[src/tpc_pkg.sv]
`default_nettype none

package tpc_pkg;

    // result status codes
    localparam logic [2:0] ST_OK        = 3'd0;
    localparam logic [2:0] ST_SHORT     = 3'd1;
    localparam logic [2:0] ST_CHECKSUM  = 3'd2;
    localparam logic [2:0] ST_MAGIC     = 3'd3;
    localparam logic [2:0] ST_LENGTH    = 3'd4;

    // packet kinds
    localparam logic [2:0] KIND_UNKNOWN  = 3'd0;
    localparam logic [2:0] KIND_HK1      = 3'd1;
    localparam logic [2:0] KIND_HK2      = 3'd2;
    localparam logic [2:0] KIND_HK4      = 3'd3;
    localparam logic [2:0] KIND_COMMAND  = 3'd4;
    localparam logic [2:0] KIND_HEADER   = 3'd5;
    localparam logic [2:0] KIND_WAVEFORM = 3'd6;

    // inner type codes and their expected inner lengths
    localparam logic [7:0] TYPE_HK1      = 8'h10;
    localparam logic [7:0] TYPE_HK2      = 8'h11;
    localparam logic [7:0] TYPE_HK4      = 8'h13;
    localparam logic [7:0] TYPE_COMMAND  = 8'h00;
    localparam logic [3:0] TYPE_HEADER   = 4'h5;
    localparam logic [3:0] TYPE_WAVEFORM = 4'h6;

    localparam logic [7:0] LEN_HK1       = 8'd29;
    localparam logic [7:0] LEN_HK2       = 8'd77;
    localparam logic [7:0] LEN_HK4       = 8'd83;
    localparam logic [7:0] LEN_COMMAND   = 8'd15;
    localparam logic [7:0] LEN_HEADER    = 8'd101;

    localparam int WRAPPER_BYTES = 10;
    localparam logic [15:0] MAGIC_RESET = 16'hBEFE;

    // register map
    localparam logic [0:0] REG_MAGIC = 1'b0;

    localparam int TDATA_OUT_W = 104;

    typedef struct packed {
        logic [2:0] kind;
        logic       check_len;
        logic [7:0] want_len;
    } t_class;

    function automatic t_class classify(input logic [7:0] inner_type);
        t_class c;
        c = '{kind: KIND_UNKNOWN, check_len: 1'b0, want_len: 8'd0};
        if (inner_type == TYPE_HK1) begin
            c = '{kind: KIND_HK1, check_len: 1'b1, want_len: LEN_HK1};
        end else if (inner_type == TYPE_HK2) begin
            c = '{kind: KIND_HK2, check_len: 1'b1, want_len: LEN_HK2};
        end else if (inner_type == TYPE_HK4) begin
            c = '{kind: KIND_HK4, check_len: 1'b1, want_len: LEN_HK4};
        end else if (inner_type == TYPE_COMMAND) begin
            c = '{kind: KIND_COMMAND, check_len: 1'b1, want_len: LEN_COMMAND};
        end else if (inner_type[7:4] == TYPE_HEADER) begin
            c = '{kind: KIND_HEADER, check_len: 1'b1, want_len: LEN_HEADER};
        end else if (inner_type[7:4] == TYPE_WAVEFORM) begin
            c = '{kind: KIND_WAVEFORM, check_len: 1'b0, want_len: 8'd0};
        end
        return c;
    endfunction

endpackage

`default_nettype wire

[src/telemetry_packet_checker_unit.sv]
`default_nettype none

// Channel   | Dir | Handshake               | Payload
// ----------+-----+-------------------------+------------------------------------------
// s (bytes) | in  | i_s_tvalid / o_s_tready | tdata[7:0] data_byte, tlast last_byte
// m (verdict)| out | o_m_tvalid / i_m_tready | tdata: status, kind, event_number, ...
// apb       | in  | psel/penable/pwrite     | magic_word at address 0, pready always 1
//
// One byte per clock sustained, unless a final byte waits on a stalled verdict. A byte
// is held in the input register, then updates the packet state; on the final byte the
// verdict and o_m_tvalid are loaded into the output register as that byte is processed.
// Only a final byte waits for a stalled verdict; other bytes keep flowing.
// Reset is synchronous, active low, clears the packet state and sets magic_word to 0xBEFE.
module telemetry_packet_checker_unit
    import tpc_pkg::*;
#(
    parameter int COUNT_LIMIT = 4095
) (
    input  wire                    i_clk,
    input  wire                    i_rst_n,
    input  wire                    i_s_tvalid,
    output logic                   o_s_tready,
    input  wire  [7:0]             i_s_tdata,   // [7:0] data_byte
    input  wire                    i_s_tlast,   // last_byte
    output logic                   o_m_tvalid,
    input  wire                    i_m_tready,
    // [2:0] status, [5:3] kind, [37:6] event_number, [69:38] tick_count,
    // [77:70] inner_type, [85:78] inner_length, [97:86] packet_bytes, [103:98] zero
    output logic [TDATA_OUT_W-1:0] o_m_tdata,
    input  wire                    psel,
    input  wire                    penable,
    input  wire                    pwrite,
    input  wire  [2:0]             paddr,
    input  wire  [31:0]            pwdata,
    output logic [31:0]            prdata,
    output logic                   pready
);

    localparam int CW = $clog2(COUNT_LIMIT + 1);
    localparam int OW = (CW > 12) ? CW : 12;
    localparam logic [CW-1:0] LIMIT = CW'(COUNT_LIMIT);

    // configuration
    logic [15:0] r_magic;

    assign pready = 1'b1;

    always_ff @(posedge i_clk) begin
        if (!i_rst_n) begin
            r_magic <= MAGIC_RESET;
        end else if (psel && penable && pwrite && pready && paddr[2] == REG_MAGIC) begin
            r_magic <= pwdata[15:0];
        end
    end

    always_comb begin
        prdata = 32'd0;
        if (paddr[2] == REG_MAGIC) begin
            prdata = {16'd0, r_magic};
        end
    end

    // input register
    logic       r_in_valid;
    logic [7:0] r_in_byte;
    logic       r_in_last;
    logic       w_out_free;
    logic       w_proc;

    assign w_out_free = !o_m_tvalid || i_m_tready;
    assign w_proc     = r_in_valid && (!r_in_last || w_out_free);
    assign o_s_tready = !r_in_valid || w_proc;

    always_ff @(posedge i_clk) begin
        if (!i_rst_n) begin
            r_in_valid <= 1'b0;
        end else if (o_s_tready) begin
            r_in_valid <= i_s_tvalid;
        end
    end

    always_ff @(posedge i_clk) begin
        if (o_s_tready) begin
            r_in_byte <= i_s_tdata;
            r_in_last <= i_s_tlast;
        end
    end

    // packet state
    logic [CW-1:0] r_count, n_count;
    logic [15:0]   r_total, n_total;   // sum of all complete words
    logic [7:0]    r_low, n_low;
    logic [15:0]   r_first, n_first;
    logic [31:0]   r_event, n_event;
    logic [31:0]   r_tick, n_tick;
    logic [7:0]    r_len, n_len;
    logic [7:0]    r_type, n_type;

    always_comb begin
        n_count = r_count;
        n_total = r_total;
        n_low   = r_low;
        n_first = r_first;
        n_event = r_event;
        n_tick  = r_tick;
        n_len   = r_len;
        n_type  = r_type;
        if (r_count < LIMIT) begin
            if (!r_count[0]) begin
                n_low = r_in_byte;
            end else begin
                n_total = r_total + {r_in_byte, r_low};
                if (r_count == CW'(1)) begin
                    n_first = {r_in_byte, r_low};
                end
            end
            if (r_count == CW'(2)) n_event[7:0]   = r_in_byte;
            if (r_count == CW'(3)) n_event[15:8]  = r_in_byte;
            if (r_count == CW'(4)) n_event[23:16] = r_in_byte;
            if (r_count == CW'(5)) n_event[31:24] = r_in_byte;
            if (r_count == CW'(6)) n_tick[7:0]    = r_in_byte;
            if (r_count == CW'(7)) n_tick[15:8]   = r_in_byte;
            if (r_count == CW'(8)) n_tick[23:16]  = r_in_byte;
            if (r_count == CW'(9)) n_tick[31:24]  = r_in_byte;
            if (r_count == CW'(10)) n_len         = r_in_byte;
            if (r_count == CW'(11)) n_type        = r_in_byte;
            n_count = r_count + CW'(1);
        end
    end

    always_ff @(posedge i_clk) begin
        if (!i_rst_n || (w_proc && r_in_last)) begin
            r_count <= '0;
            r_total <= '0;
            r_low   <= '0;
            r_first <= '0;
            r_event <= '0;
            r_tick  <= '0;
            r_len   <= '0;
            r_type  <= '0;
        end else if (w_proc) begin
            r_count <= n_count;
            r_total <= n_total;
            r_low   <= n_low;
            r_first <= n_first;
            r_event <= n_event;
            r_tick  <= n_tick;
            r_len   <= n_len;
            r_type  <= n_type;
        end
    end

    // verdict
    t_class        w_class;
    logic [2:0]    w_status;
    logic [2:0]    w_kind;
    logic [OW-1:0] w_count_ext;

    assign w_class     = classify(n_type);
    assign w_count_ext = OW'(n_count);

    always_comb begin
        w_status = ST_OK;
        w_kind   = KIND_UNKNOWN;
        if (n_count < CW'(WRAPPER_BYTES) || n_count[0] || n_count >= LIMIT) begin
            w_status = ST_SHORT;
        end else if (n_total != 16'd0) begin
            w_status = ST_CHECKSUM;
        end else if (n_first != r_magic) begin
            w_status = ST_MAGIC;
        end else if (n_count >= CW'(WRAPPER_BYTES + 2)) begin
            w_kind = w_class.kind;
            if (w_class.check_len && n_len != w_class.want_len) begin
                w_status = ST_LENGTH;
            end
        end
    end

    // output register
    always_ff @(posedge i_clk) begin
        if (!i_rst_n) begin
            o_m_tvalid <= 1'b0;
        end else if (w_proc && r_in_last) begin
            o_m_tvalid <= 1'b1;
        end else if (i_m_tready) begin
            o_m_tvalid <= 1'b0;
        end
    end

    always_ff @(posedge i_clk) begin
        if (w_proc && r_in_last) begin
            o_m_tdata <= {6'd0, w_count_ext[11:0], n_len, n_type, n_tick, n_event,
                          w_kind, w_status};
        end
    end

    a_result_from_last: assert property (@(posedge i_clk) disable iff (!i_rst_n)
        $rose(o_m_tvalid) |-> $past(w_proc && r_in_last))
        else $error("verdict without a final byte");

    a_status_range: assert property (@(posedge i_clk) disable iff (!i_rst_n)
        o_m_tvalid |-> o_m_tdata[2:0] <= ST_LENGTH)
        else $error("status out of range");

    a_rejected_kind: assert property (@(posedge i_clk) disable iff (!i_rst_n)
        (o_m_tvalid && (o_m_tdata[2:0] == ST_SHORT || o_m_tdata[2:0] == ST_CHECKSUM
                        || o_m_tdata[2:0] == ST_MAGIC)) |-> o_m_tdata[5:3] == KIND_UNKNOWN)
        else $error("rejected packet carries a kind");

    a_count_bound: assert property (@(posedge i_clk) disable iff (!i_rst_n)
        r_count <= LIMIT)
        else $error("byte count past limit");

    a_last_waits: assert property (@(posedge i_clk) disable iff (!i_rst_n)
        (r_in_valid && r_in_last && o_m_tvalid && !i_m_tready) |=> r_in_valid)
        else $error("final byte dropped while verdict stalled");

endmodule

`default_nettype wire

[config.mk]
export PLATFORM = sky130hd
export DESIGN_NAME = telemetry_packet_checker_unit
export DESIGN_NICKNAME = d
export VERILOG_FILES = /design/src/tpc_pkg.sv /design/src/telemetry_packet_checker_unit.sv
export SDC_FILE = /design/constraint.sdc
export NUM_CORES = 1
export LEC_CHECK = 0
export ABC_CLOCK_PERIOD_IN_PS = 6400
export BUFFER_PORTS_ARGS = -buffer_cell sky130_fd_sc_hd__buf_2
export CAP_MARGIN = 25
export CORE_MARGIN = 4
export CORE_UTILIZATION = 61
export DETAILED_ROUTE_END_ITERATION = 10
export GPL_TIMING_DRIVEN = 1
export PLACE_DENSITY = 0.85
export SKIP_CTS_REPAIR_TIMING = 1
export SLEW_MARGIN = 20
export SYNTH_ARGS = -nofsm -noshare
export SYNTH_HDL_FRONTEND = slang
export SYNTH_SLANG_ARGS = --single-unit
export TNS_END_PERCENT = 1
[constraint.sdc]
create_clock -name i_clk -period 6.4 [get_ports i_clk]
set_clock_uncertainty 0.05 [all_clocks]
set_input_delay 0.32 -clock i_clk [delete_from_list [all_inputs] [get_ports i_clk]]
set_output_delay 0.32 -clock i_clk [all_outputs]
set_load 0.1 [all_outputs]
; ---- Word-level counts from Yosys, hierarchy flattened
; Index checks and enable logic that the tools add are counted.
[totals]
register_bits = 257
inputBits = 51
wordCells = 101
[op_classes]
n_addsub = 2
n_lt_le_gt_ge = 4
eq_ne = 18
n_mux = 33
n_bitwise = 3
reduce_logical = 23
[ops]
columns = operator, count
row1 = 16-bit 2-to-1 mux, 6
row2 = 8-bit 2-to-1 mux, 12
row3 = 32-bit 2-to-1 mux, 2
row4 = 12-bit by 3-bit equality test with 1-bit output (second input constant), 4
row5 = 12-bit by 4-bit equality test with 1-bit output (second input constant), 4
row6 = 12-bit 2-to-1 mux, 4
row7 = 12-bit by 2-bit equality test with 1-bit output (second input constant), 2
row8 = 8-bit by 5-bit equality test with 1-bit output (second input constant), 3
row9 = 11-bit 2-to-1 mux, 2
row10 = 16-bit adder, 1
row11 = 16-bit inequality test, 1
row12 = 16-bit nonzero test, 1
row13 = 12-bit by 1-bit adder with 12-bit output (second input constant), 1
row14 = 12-bit by 1-bit equality test with 1-bit output (second input constant), 1
row15 = 12-bit >= comparator (second input constant), 1
row16 = 12-bit by 4-bit >= comparator with 1-bit output (second input constant), 1
row17 = 12-bit < comparator (second input constant), 1
row18 = 12-bit by 4-bit < comparator with 1-bit output (second input constant), 1
row19 = 10-bit 2-to-1 mux, 1
row20 = 4-bit by 3-bit equality test with 1-bit output (second input constant), 2
row21 = 8-bit zero test, 1
row22 = 8-bit inequality test, 1
row23 = 7-bit OR reduction, 1
row24 = 1-bit logical AND, 6
row25 = other kinds (10), 23

; ---- Depth between registers and ports, before layout
[logic_depth]
depth_word = 16
mapped_depth = 12
mapped_depth_nobuf = 10

; ---- Least setup slack after synthesis
; Ideal clock, no wire load.
[synth_path]
path_type = reg2reg
startpoint = register o_m_tvalid
endpoint = register r_count[3]
setup_time_ps = 128
arrival_time_ps = 4452
t_required_ps = 6222
slack_ps = 1771
path_stages_with_launch = 9
n_path_buf = 3
period_less_slack_ps = 4629
path_cell_list = dfxtp_1 -> nor2b_1 -> nand2_1 -> and3_1 -> nand2b_1 -> clkbuf_1 -> clkbuf_1 -> clkbuf_1 -> nor2_1
[synth_via]
elab_chain_cells = 6
[synth_lines]
columns = item, line
row1 = start: declaration, telemetry_packet_checker_unit.sv:25  ; output logic o_m_tvalid,
row2 = start signal: assignment, telemetry_packet_checker_unit.sv:182  ; o_m_tvalid <= 1'b0;
row3 = start signal: assignment, telemetry_packet_checker_unit.sv:184  ; o_m_tvalid <= 1'b1;
row4 = start signal: assignment, telemetry_packet_checker_unit.sv:186  ; o_m_tvalid <= 1'b0;
row5 = 1-bit zero test *, telemetry_packet_checker_unit.sv:70  ; assign w_out_free = !o_m_tvalid || i_m_tready;
row6 = 1-bit logical OR *, telemetry_packet_checker_unit.sv:70
row7 = 1-bit logical OR *, telemetry_packet_checker_unit.sv:71  ; assign w_proc = r_in_valid && (!r_in_last || w_out_free);
row8 = 1-bit logical AND *, telemetry_packet_checker_unit.sv:71
row9 = 1-bit logical AND, telemetry_packet_checker_unit.sv:132  ; if (!i_rst_n || (w_proc && r_in_last)) begin
row10 = 1-bit logical OR, telemetry_packet_checker_unit.sv:132
row11 = end signal: assignment, telemetry_packet_checker_unit.sv:142  ; r_count <= n_count;
row12 = end: declaration, telemetry_packet_checker_unit.sv:90  ; logic [CW-1:0] r_count, n_count;
; Every way passes the cells marked *; elsewhere a longest branch is shown, timed or not.
; A chain may end at the register's enable or synchronous reset.

; ---- Final worst setup path
[layout_path]
startpoint = register r_in_byte[0]
endpoint = register o_m_tdata[2], data pin
[layout_via]
elab_chain_cells = 10
[layout_lines]
columns = item, line
row1 = start: declaration, telemetry_packet_checker_unit.sv:65  ; logic [7:0] r_in_byte;
row2 = start signal: assignment, telemetry_packet_checker_unit.sv:84  ; r_in_byte <= i_s_tdata;
row3 = branches (longest 10 deep; another with 16-bit adder), --
row4 = end signal: assignment, telemetry_packet_checker_unit.sv:192  ; o_m_tdata <= {6'd0, w_count_ext[11:0], n_len, n_type, n_tick, n_event,
row5 = end: declaration, telemetry_packet_checker_unit.sv:29  ; output logic [TDATA_OUT_W-1:0] o_m_tdata,
; Several ways; the timed one is not identified.

==> flow_metrics.tcl <==
set metrics [dict create \
    grtUsageTotal_pct 24.6 \
    antenna_cells 0 \
    p_per_area_nw_per_um2 263 \
    placed_cells 1564 \
    clk_pin_slew_ns 0.06 \
    grt_pass1_wl_mm 43.9 \
    synth_top_family_by_area "simple AND/OR/NAND/NOR gates" \
    viasPerCell 5.79 \
    htreeDepth 1 \
    grt_max_degree 99 \
    async_reset_ff_share_pct 0 \
    drt_iter0_markers 833 \
    synth_compound_area_share_pct 10.7 \
    drive_gt1_share_pct 19.4 \
    clk_latency_ns 0.53 \
    ys_seq_elements 257 \
    synth.distinct_cells 65 \
    synth_most_common_cell "nand2_1" \
    synth-xor-area-share_pct 3.57 \
    drc 0 \
    antenna_found_initial 0 \
    core-area_um2 18800 \
    start_util_pct 62.5 \
    dpl.hpwl_mm 17.3 \
    cts_root_buf "clkbuf_16" \
    required_ns 6.69 \
    cts_tree "done" \
    syn_inst 1225 \
    total_power_w 0.00355 \
    min-delay-path-class "in2reg" \
    overflow 0 \
    n_fill_cell 1353 \
    clock_path_buffers 3 \
    regArea_um2 6220 \
    grt_pass1_vias 8724 \
    ant_nets 0 \
    dp_slack_ns 2.39 \
    gp_congestion 0.952 \
    clock-sinks 257 \
    yosys.area_share.simple_pct 17.9 \
    fp-row-count 50 \
    ys_seq_area_share_pct 52.8 \
    cp_max_fo 16 \
    setup_ws_ns 2.32 \
    finalMaxSlewViolations 0 \
    synth_edf_count 107 \
    power.leakage_nw 5.25 \
    cts_buffers 26 \
    setup_viol_count_final 0 \
    worst_slew_pin_slew_ns 1.01 \
    fmax_mhz 245 \
    hold_violations 2 \
    synth_mux_area_share_pct 7.77 \
    path_class "reg2reg" \
    syn-cell-area_um2 11800 \
    netlist.area_leader.share_pct 27.3 \
    vdd_drop_max_v 0.000190 \
    num_vias 9465 \
    setup_tns_ns 0 \
    status "complete, but fails checks" \
    synth_fa_ha_area_share_pct 2.19 \
    finalCritPeriodShare_pct 63.8 \
    arrival_ns 4.38 \
    finalCriticalPeriod_ns 4.08 \
    die_y_um 147 \
    ys_top_cells_by_area "edfxtp_1 (27%), dfxtp_1 (26%), nand2_1 (8.6%)" \
    avgSynthCellArea_um2 9.60 \
    yosys_warnings 0 \
    nNetsFinal 1427 \
    rsz0062_at_grt "no" \
    multi_input_area_um2 5060 \
    holdWs_ns -0.0122 \
    cp-start-kind "flip-flop" \
    max_cap_violations 0 \
    synth_top_area_cell "edfxtp_1" \
    chipWidth_um 147 \
    portBuffers 148 \
    routedWlPerCell_um 17.0 \
    ys.flop_type "dfxtp_1" \
    die_area_um2 21600 \
    layout.cells.non_filler 1636 \
    yosys-top-cells-count "nand2_1 (270), dfxtp_1 (150), a21oi_1 (125)" \
    layout-area-overhead-vs-synth_pct 14.8 \
    slew-limit-headroom_pct 32.0 \
    finalWirelength_mm 27.7 \
    dr.pass1.iters 6 \
    io_pins 190 \
    violations "hold timing" \
    endpoint_kind "flip-flop" \
]
## where the power goes
part | switching, W | internal, W | total [W]
sequential | 0.0000314 | 0.00173 | 0.00176
combinational | 0.000342 | 0.0000792 | 0.000422
clock | 0.000608 | 0.000755 | 0.00136
total | 0.000981 | 0.00257 | 0.00355
## worst max-delay path, stage by stage, from the launching register on
cell	delay [ns]
edfxtp_1	0.92
ha_1	0.42
a21o_1	0.20
a31o_2	0.23
a21boi_0	0.24
a21oi_1	0.13
or4_1	0.51
a2111oi_0	0.56
o31ai_1	0.31
nor4_1	0.33
## logic make-up after synthesis
group	Yosys count
buffers and inverters	123
AND/OR/NAND/NOR	473
XOR/XNOR	48
AO/OA/AOI/OAI	218
adder cells (fa/ha/maj)	20
other	2
multiplexers	84
flip-flops	257
## final timing paths
| check | from | slack (ns) | cells after the start | to |
|---|---|---|---|---|
| worst max-delay path | r_in_byte[0]$_DFFE_PP_ | 2.32 | 9 | o_m_tdata[2]$_SDFFCE_PP0P_ |
| worst min-delay path | pwdata[12] | -0.01 | 3 | r_magic[12]$_SDFFE_PN1P_ |
| worst max register to register | r_in_byte[0]$_DFFE_PP_ | 2.32 | 9 | o_m_tdata[2]$_SDFFCE_PP0P_ |
| worst min register to register | r_event[15]$_SDFFE_PP0P_ | 0.40 | 2 | r_event[15]$_SDFFE_PP0P_ |
## registers in the layout (all words and copies together) (netlist names)
signal      flops
r_first        16
r_in_valid      1
r_total        16
o_m_tvalid      1
r_in_byte       8
r_type          8
r_event        32
o_m_tdata      98
r_in_last       1
r_count        12
r_tick         32
r_magic        16
r_len           8
r_low           8
## through the flow
stage	cell area, µm²	util, %	hold WS [ns]
2_1_floorplan	11800	-	0.369
3_3_place_gp	12500	66.3	0.388
3_5_place_dp	12500	66.3	0.397
4_1_cts	13300	70.4	-0.0954
5_1_grt	13500	71.7	0.00547
6_report	13500	71.7	-0.0122
## routing by layer
metal  global-route usage, %  vias up  routed length [µm]
met1                    31.9     4519               11000
met4                    8.51        0                 884
met5                       0        -                   0
met3                    3.79       72                2150
met2                    42.2      396               13700
li1                        -     4478                   -
## placed cells by master, fill, tap and decap left out, types with 8 or more instances in the layout
master | synthesis | routed
mux2_2 | 56 | 56
nand4_1 | 10 | 10
xnor2_1 | 31 | 31
nor3_1 | 20 | 20
nor4_1 | 17 | 17
clkbuf_1 | 59 | 10
a21oi_1 | 125 | 125
a31oi_1 | 8 | 8
nor2b_1 | 15 | 15
o21ai_0 | 31 | 31
inv_1 | 26 | 26
a211oi_1 | 10 | 10
buf_2 | 4 | 148
nor2_1 | 74 | 74
xor2_1 | 17 | 17
dlygate4sd3_1 | 0 | 21
nand2_1 | 270 | 269
edfxtp_1 | 107 | 107
conb_1 | 2 | 23
nand3_1 | 27 | 27
buf_4 | 24 | 8
mux2i_1 | 27 | 27
ha_1 | 19 | 19
clkbuf_16 | 0 | 26
dfxtp_1 | 150 | 150
## cell type report
| cell class | count | area share (%) |
|---|---|---|
| inverter | 26 | 0.722 |
| multi-input combinational | 866 | 37.4 |
| timing repair buffer | 179 | 7.79 |
| sequential | 257 | 46.0 |
| clock buffer | 36 | 5.09 |
| tap | 260 | 2.41 |
| clock inverter | 12 | 0.546 |
No activity file was read; power rests on OpenSTA's default activity.
